## src/hdl/plre_pkg.sv

```systemverilog
// Shared types and constants for the pulse level run-length encoder.
// Used by every module of the block; depends on nothing else.
`timescale 1ns / 1ps

package plre_pkg;

    localparam int unsigned RUN_W   = 32;
    localparam int unsigned CYC_W   = 8;
    localparam int unsigned BYTE_W  = 8;
    localparam int unsigned IDX_W   = 3;

    // Position of the final byte of the escaped (five-byte) form.
    localparam logic [IDX_W-1:0] LONG_LAST_IDX = 3'd4;
    localparam logic [BYTE_W-1:0] ESCAPE_BYTE  = 8'h00;
    localparam logic [RUN_W-1:0]  RUN_MAX      = 32'hFFFF_FFFF;

    typedef struct packed {
        logic             level;
        logic [CYC_W-1:0] cycles;
    } t_in_item;

    typedef struct packed {
        logic [BYTE_W-1:0] code_byte;
        logic              last_byte;
    } t_out_item;

    // A finished run handed from the run tracker to the byte serializer.
    typedef struct packed {
        logic             valid;
        logic [RUN_W-1:0] len;
    } t_run_xfer;

endpackage

```

## src/hdl/plre_run_tracker.sv

```systemverilog
// Level tracking and run accumulation with a one-run hand-off buffer.
// Depends on plre_pkg.
`timescale 1ns / 1ps

module plre_run_tracker (
    input  logic               i_clk,
    input  logic               i_rst_n,
    input  logic               i_cfg_we,
    input  logic               i_cfg_wdata,
    input  logic               i_in_valid,
    input  plre_pkg::t_in_item i_in_data,
    output logic               o_in_stall,
    output plre_pkg::t_run_xfer o_run,
    input  logic               i_run_take
);
    import plre_pkg::*;

    logic             r_init_level, n_init_level;
    logic             r_cur_level, n_cur_level;
    logic [RUN_W-1:0] r_run_len, n_run_len;
    logic             r_started, n_started;
    logic             r_buf_valid, n_buf_valid;
    logic [RUN_W-1:0] r_buf_len, n_buf_len;

    logic             accept;
    logic             level_change;
    logic             emit;
    logic [RUN_W:0]   sum;

    // The buffer holds one finished run; new items wait unless the
    // serializer takes the buffered run in this cycle.
    assign o_in_stall = r_buf_valid && !i_run_take;
    assign accept     = i_in_valid && !o_in_stall;
    assign level_change = i_in_data.level != r_cur_level;
    assign emit       = accept && level_change && r_started;
    assign sum        = {1'b0, r_run_len} + {{(RUN_W + 1 - CYC_W){1'b0}}, i_in_data.cycles};

    always_comb begin
        n_init_level = r_init_level;
        n_cur_level  = r_cur_level;
        n_run_len    = r_run_len;
        n_started    = r_started;
        n_buf_valid  = r_buf_valid && !i_run_take;
        n_buf_len    = r_buf_len;
        if (i_cfg_we) begin
            n_init_level = i_cfg_wdata;
            if (!r_started) begin
                n_cur_level = i_cfg_wdata;
            end
        end
        if (accept) begin
            if (level_change) begin
                n_started   = 1'b1;
                n_cur_level = i_in_data.level;
                n_run_len   = {{(RUN_W - CYC_W){1'b0}}, i_in_data.cycles};
            end else if (sum[RUN_W]) begin
                n_run_len = RUN_MAX;
            end else begin
                n_run_len = sum[RUN_W-1:0];
            end
        end
        if (emit) begin
            n_buf_valid = 1'b1;
            n_buf_len   = r_run_len;
        end
    end

    always_ff @(posedge i_clk) begin
        if (!i_rst_n) begin
            r_init_level <= 1'b0;
            r_cur_level  <= 1'b0;
            r_run_len    <= '0;
            r_started    <= 1'b0;
            r_buf_valid  <= 1'b0;
        end else begin
            r_init_level <= n_init_level;
            r_cur_level  <= n_cur_level;
            r_run_len    <= n_run_len;
            r_started    <= n_started;
            r_buf_valid  <= n_buf_valid;
        end
        r_buf_len <= n_buf_len;
    end

    assign o_run.valid = r_buf_valid;
    assign o_run.len   = r_buf_len;

    // A pending run is neither lost nor altered until the serializer takes it.
    a_buf_hold: assert property (@(posedge i_clk) disable iff (!i_rst_n)
        r_buf_valid && !i_run_take |=> r_buf_valid && $stable(r_buf_len))
        else $error("run buffer changed before it was taken");

    // Nothing is emitted before the first level change.
    a_no_emit_unstarted: assert property (@(posedge i_clk) disable iff (!i_rst_n)
        !r_started |=> !r_buf_valid || $past(r_buf_valid))
        else $error("run emitted before encoding started");

    // Once started, encoding stays started.
    a_started_sticky: assert property (@(posedge i_clk) disable iff (!i_rst_n)
        r_started |=> r_started)
        else $error("started flag cleared without reset");

endmodule

```

## src/hdl/plre_byte_serializer.sv

```systemverilog
// Turns one finished run into its one-byte or five-byte code stream.
// Depends on plre_pkg.
`timescale 1ns / 1ps

module plre_byte_serializer (
    input  logic                i_clk,
    input  logic                i_rst_n,
    input  plre_pkg::t_run_xfer i_run,
    output logic                o_run_take,
    output logic                o_out_valid,
    output plre_pkg::t_out_item o_out_data,
    input  logic                i_out_stall
);
    import plre_pkg::*;

    logic             r_busy, n_busy;
    logic             r_long, n_long;
    logic [IDX_W-1:0] r_idx, n_idx;
    logic [RUN_W-1:0] r_len, n_len;

    logic              is_last;
    logic              out_take;
    logic [BYTE_W-1:0] byte_sel;

    assign is_last  = !r_long || (r_idx == LONG_LAST_IDX);
    assign out_take = r_busy && !i_out_stall;
    assign o_run_take = i_run.valid && (!r_busy || (out_take && is_last));

    always_comb begin
        byte_sel = ESCAPE_BYTE;
        if (!r_long) begin
            byte_sel = r_len[BYTE_W-1:0];
        end else begin
            unique case (r_idx)
                3'd1:    byte_sel = r_len[7:0];
                3'd2:    byte_sel = r_len[15:8];
                3'd3:    byte_sel = r_len[23:16];
                3'd4:    byte_sel = r_len[31:24];
                default: byte_sel = ESCAPE_BYTE;
            endcase
        end
    end

    always_comb begin
        n_busy = r_busy;
        n_long = r_long;
        n_idx  = r_idx;
        n_len  = r_len;
        if (out_take) begin
            if (is_last) begin
                n_busy = 1'b0;
            end else begin
                n_idx = r_idx + 3'd1;
            end
        end
        if (o_run_take) begin
            n_busy = 1'b1;
            n_idx  = '0;
            n_len  = i_run.len;
            // Zero and anything above one byte take the escaped form.
            n_long = (i_run.len[RUN_W-1:BYTE_W] != '0) || (i_run.len[BYTE_W-1:0] == '0);
        end
    end

    always_ff @(posedge i_clk) begin
        if (!i_rst_n) begin
            r_busy <= 1'b0;
            r_idx  <= '0;
        end else begin
            r_busy <= n_busy;
            r_idx  <= n_idx;
        end
        r_long <= n_long;
        r_len  <= n_len;
    end

    assign o_out_valid          = r_busy;
    assign o_out_data.code_byte = byte_sel;
    assign o_out_data.last_byte = is_last;

    a_idx_range: assert property (@(posedge i_clk) disable iff (!i_rst_n)
        r_busy |-> r_idx <= LONG_LAST_IDX)
        else $error("byte index out of range");

    a_short_single: assert property (@(posedge i_clk) disable iff (!i_rst_n)
        r_busy && !r_long |-> r_idx == '0)
        else $error("short run advanced past its only byte");

    a_done_idle: assert property (@(posedge i_clk) disable iff (!i_rst_n)
        out_take && is_last && !o_run_take |=> !r_busy)
        else $error("serializer still busy after final byte");

endmodule

```

## src/hdl/pulse_level_rle_encoder.sv

```systemverilog
// Top level of the pulse level run-length encoder.
// Instantiates plre_run_tracker and plre_byte_serializer; uses plre_pkg.
`timescale 1ns / 1ps

// Usage:
// Input channel (i_in_valid, i_in_data, o_in_stall) takes one sample per
// transaction: a level bit and a cycle count. Output channel (o_out_valid,
// o_out_data, i_out_stall) gives one code byte per transaction, with
// last_byte set on the final byte of a run.
// A sample at the current level is absorbed and emits nothing.
// A level change after the first one emits the finished run: one byte for
// 1..255, otherwise an escape byte and four little-endian bytes. The first
// byte appears once the run buffer and then the serializer register the
// run; bytes then leave one per cycle while the receiver does not stall.
// Throughput: one sample per cycle while no run waits; a sample that ends
// a run holds the single run buffer, so a new sample is taken no earlier
// than the cycle in which the byte serializer loads it.
// The configuration write i_cfg_we/i_cfg_wdata sets the initial level.
// Reset clears the initial level, run and started flag; nothing is swept.
// While the receiver stalls, the output byte holds and the run buffer
// fills, after which o_in_stall rises.

module pulse_level_rle_encoder (
    input  logic                i_clk,
    input  logic                i_rst_n,
    input  logic                i_cfg_we,
    input  logic                i_cfg_wdata,
    input  logic                i_in_valid,
    input  plre_pkg::t_in_item  i_in_data,
    output logic                o_in_stall,
    output logic                o_out_valid,
    output plre_pkg::t_out_item o_out_data,
    input  logic                i_out_stall
);
    import plre_pkg::*;

    t_run_xfer run_xfer;
    logic      run_take;

    plre_run_tracker u_tracker (
        .i_clk       (i_clk),
        .i_rst_n     (i_rst_n),
        .i_cfg_we    (i_cfg_we),
        .i_cfg_wdata (i_cfg_wdata),
        .i_in_valid  (i_in_valid),
        .i_in_data   (i_in_data),
        .o_in_stall  (o_in_stall),
        .o_run       (run_xfer),
        .i_run_take  (run_take)
    );

    plre_byte_serializer u_serializer (
        .i_clk       (i_clk),
        .i_rst_n     (i_rst_n),
        .i_run       (run_xfer),
        .o_run_take  (run_take),
        .o_out_valid (o_out_valid),
        .o_out_data  (o_out_data),
        .i_out_stall (i_out_stall)
    );

endmodule
```

## config.mk

```make
export PLATFORM = sky130hd
export DESIGN_NAME = pulse_level_rle_encoder
export DESIGN_NICKNAME = d
export VERILOG_FILES = /design/src/hdl/plre_pkg.sv /design/src/hdl/plre_run_tracker.sv /design/src/hdl/plre_byte_serializer.sv /design/src/hdl/pulse_level_rle_encoder.sv
export SDC_FILE = /design/constraint.sdc
export NUM_CORES = 1
export LEC_CHECK = 0
export ABC_AREA = 1
export BUFFER_PORTS_ARGS = -buffer_cell sky130_fd_sc_hd__buf_2
export CAP_MARGIN = 0
export CORE_MARGIN = 3
export CORE_UTILIZATION = 55
export CTS_CLUSTER_DIAMETER = 30
export CTS_CLUSTER_SIZE = 8
export DETAILED_ROUTE_END_ITERATION = 7
export GPL_TIMING_DRIVEN = 0
export PLACE_DENSITY_LB_ADDON = 0.1
export SYNTH_ARGS = -nofsm -noshare
export SYNTH_HDL_FRONTEND = slang
export SYNTH_SLANG_ARGS = --single-unit
```

## constraint.sdc

```tcl
create_clock -name i_clk -period 3.6 [get_ports i_clk]
set_clock_uncertainty 0.15 [all_clocks]
set_input_delay 1.08 -clock i_clk [delete_from_list [all_inputs] [get_ports i_clk]]
set_output_delay 1.08 -clock i_clk [all_outputs]
set_load 0.01 [all_outputs]
```

==> out/metrics.yaml <==
drive_gt1_frac: 0.112
place_congestion: 0.933
synth_xor_area_frac: 0.00666
h-tree-depth: 3
grt_util_met2: 0.377
min_period_ns: 3.38
setup_viol: 0
busiest_layer: "met2"
io_buffers: 25
dp_hpwl_um: 8850
cp_max_fo: 11
wl_per_cell_um: 14.8
power_density_nw_per_um2: 394
cp-start-kind: "flop"
synth_fp_nets: 650
synth_top_family_by_area: "simple AND/OR/NAND/NOR gates"
dieHeight_um: 104
status: "finished, final reports clean"
cts_buffers: 9
final_util: 0.626
final_area_um2: 5810
tritoncts: "built"
firstDrtPassIters: 5
met3_usage: 0.0361
ys.flop_type: "edfxtp_1"
wl_um: 11700
power_leakage_nw: 2.33
drcViolationCount: 0
synth-edff-count: 65
use_met1: 0.288
core_um2: 9280
slew_headroom: 0.557
grt_max_degree: 22
grt_usage: 0.224
synth-compound-area-share: 0.0911
yosys.area_share.simple: 0.267
diodes: 0
die-width_um: 104
start_util: 0.567
cp-end-kind: "output port"
synth_cell_types: 42
clkLatencyLatePin_ns: 0.37
synth-seq-cells: 104
path_class: "reg2out"
peakVddDrop_mv: 0.229
syn_avg_cell_area_um2: 8.47
arrival_ns: 2.15
grt_overflow: 0
layout-area-overhead-vs-synth_pct: 10.4
synth-adder-area-share: 0.0347
rows: 35
finalPower_mw: 2.29
synthArstFlopShare: 0
clock_sinks: 104
place_area_um2: 5580
setup-tns-final_ns: 0
dr_total_vias: 4303
fin_nets: 685
clk_path_buf_depth: 2
syn_area_um2: 5260
clkSlewWorstSetupHoldPaths_ns: 0.10
hp-class: "reg2reg"
antenna_found_initial: 0
io_pins: 26
worstMarginPinSlew_ns: 0.663
ys_seq_area_frac: 0.519
postRouteAntennaNets: 0
max_freq_ghz: 0.296
synthMuxAreaShare: 0.00214
drt_iter0_drc: 285
rsz0062_at_grt: "no"
required_ns: 2.37
viasPerCell: 5.45
maxSlewViolCount: 0
n_fill_cell: 834
finalHoldViolCount: 0
synthCells: 621
maxCapViolations: 0
die_area_um2: 10800
period_share: 0.939
cts_root_buf: "clkbuf_8"
grt_pass1_vias: 4067
grt_pass1_wl_um: 19400
yosysWarningCount: 0
-- registers in the layout (all words and copies together) (netlist names) --
| name | count |
|---|---|
| u_tracker.r_run_len | 32 |
| u_tracker.r_started | 1 |
| u_serializer.o_out_valid | 1 |
| u_serializer.r_idx | 3 |
| u_tracker.r_buf_len | 32 |
| u_tracker.r_buf_valid | 1 |
| u_tracker.r_cur_level | 1 |
| u_serializer.r_len | 32 |
| u_serializer.r_long | 1 |
-- Yosys cell counts, types with 6 or more instances --
cell	count	area, um^2
o211ai_1	6	45.0
inv_1	81	304
nor2_1	42	158
edfxtp_1	65	1950
clkbuf_1	9	33.8
dfxtp_1	39	781
nor4_1	8	50.1
ha_1	13	163
a21oi_1	33	165
o21ai_0	24	120
nand2_1	173	649
nand3_1	63	315
nand4_1	7	43.8
-- layout by cell type, fill, tap and decap left out, types with 4 or more instances in the layout --
cell type	Yosys	routed
nand2_1	173	173
inv_1	81	81
edfxtp_1	65	65
nand3_1	63	63
nor2_1	42	40
dfxtp_1	39	39
a21oi_1	33	33
buf_2	2	27
o21ai_0	24	24
ha_1	13	12
clkbuf_8	0	9
nor4_1	8	8
nand4_1	7	7
o211ai_1	6	6
a31oi_1	5	5
clkbuf_1	9	5
nor3_1	5	5
nand2_2	4	4
a32o_1	4	4
buf_6	4	4
-- routing by layer --
layer  share of wire  vias up  wire length, um
met1            0.44     1982             5110
met3           0.053       29              622
met4           0.028        0              328
met5               0        -                0
met2            0.48      137             5640
li1                -     2155                -
-- report_power, final --
part	switching [mW]	leakage [nW]	internal (mW)	total, mW
logic	0.137	1.33	0.0678	0.205
clock network	0.435	0.111	0.344	0.779
registers	0.0197	0.887	1.29	1.31
-- final timing paths --
| check | cells past startpoint | end | slack [ns] | start |
|---|---|---|---|---|
| max reg2reg | 12 | u_tracker.r_buf_len[25] | 0.80 | u_serializer.r_idx[0] |
| min reg2reg | 0 | u_serializer.r_len[2] | 0.31 | u_tracker.r_buf_len[2] |
| min | 0 | u_serializer.r_len[2] | 0.31 | u_tracker.r_buf_len[2] |
| max | 7 | o_out_data[1] | 0.22 | u_serializer.r_idx[2] |
-- worst max-delay path: stages (launching register included) --
cell      delay, ns
dfxtp_1        0.56
inv_1          0.14
clkbuf_4       0.22
ha_4           0.21
a32o_1         0.24
a31oi_1        0.17
o22ai_1        0.09
buf_2          0.16
-- layout make-up --
| class | count | area [um^2] | share of cell area |
|---|---|---|---|
| inverter | 82 | 308 | 0.0530 |
| buffer | 15 | 104 | 0.0179 |
| multi-input combinational | 417 | 2130 | 0.367 |
| clock inverter | 7 | 95.1 | 0.0164 |
| tap | 129 | 161 | 0.0278 |
| clock buffer | 9 | 124 | 0.0213 |
| sequential | 104 | 2730 | 0.470 |
| timing repair buffer | 27 | 155 | 0.0267 |
-- stage by stage --
stage / setup slack (ns) / hold slack, ns / std cells
finish: 0.218 / 0.310 / 790
global route: 0.0586 / 0.318 / 790
CTS: 0.0584 / 0.311 / 792
detailed placement: -0.208 / 0.286 / 777
global placement: -0.602 / 0.285 / 775
floorplan: 0.0531 / 0.277 / 621
-- repair_timing --
item                                    in CTS  in global routing
buffers inserted                             0                  0
endpoints found under the setup margin       8                  8
hold buffers                                 0                  0
gates resized for setup                      5                  2
pin swaps                                    0                  1
-- cell families (layout without fill, tap and decap cells) --
logic type / after synthesis / after routing
compound gates: 83 / 83
xor+xnor: 4 / 4
fa+ha+maj: 14 / 14
buf+inv: 100 / 140
flops: 104 / 104
mux: 1 / 1
simple gates: 315 / 315
(Power assumes the default switching activity.)
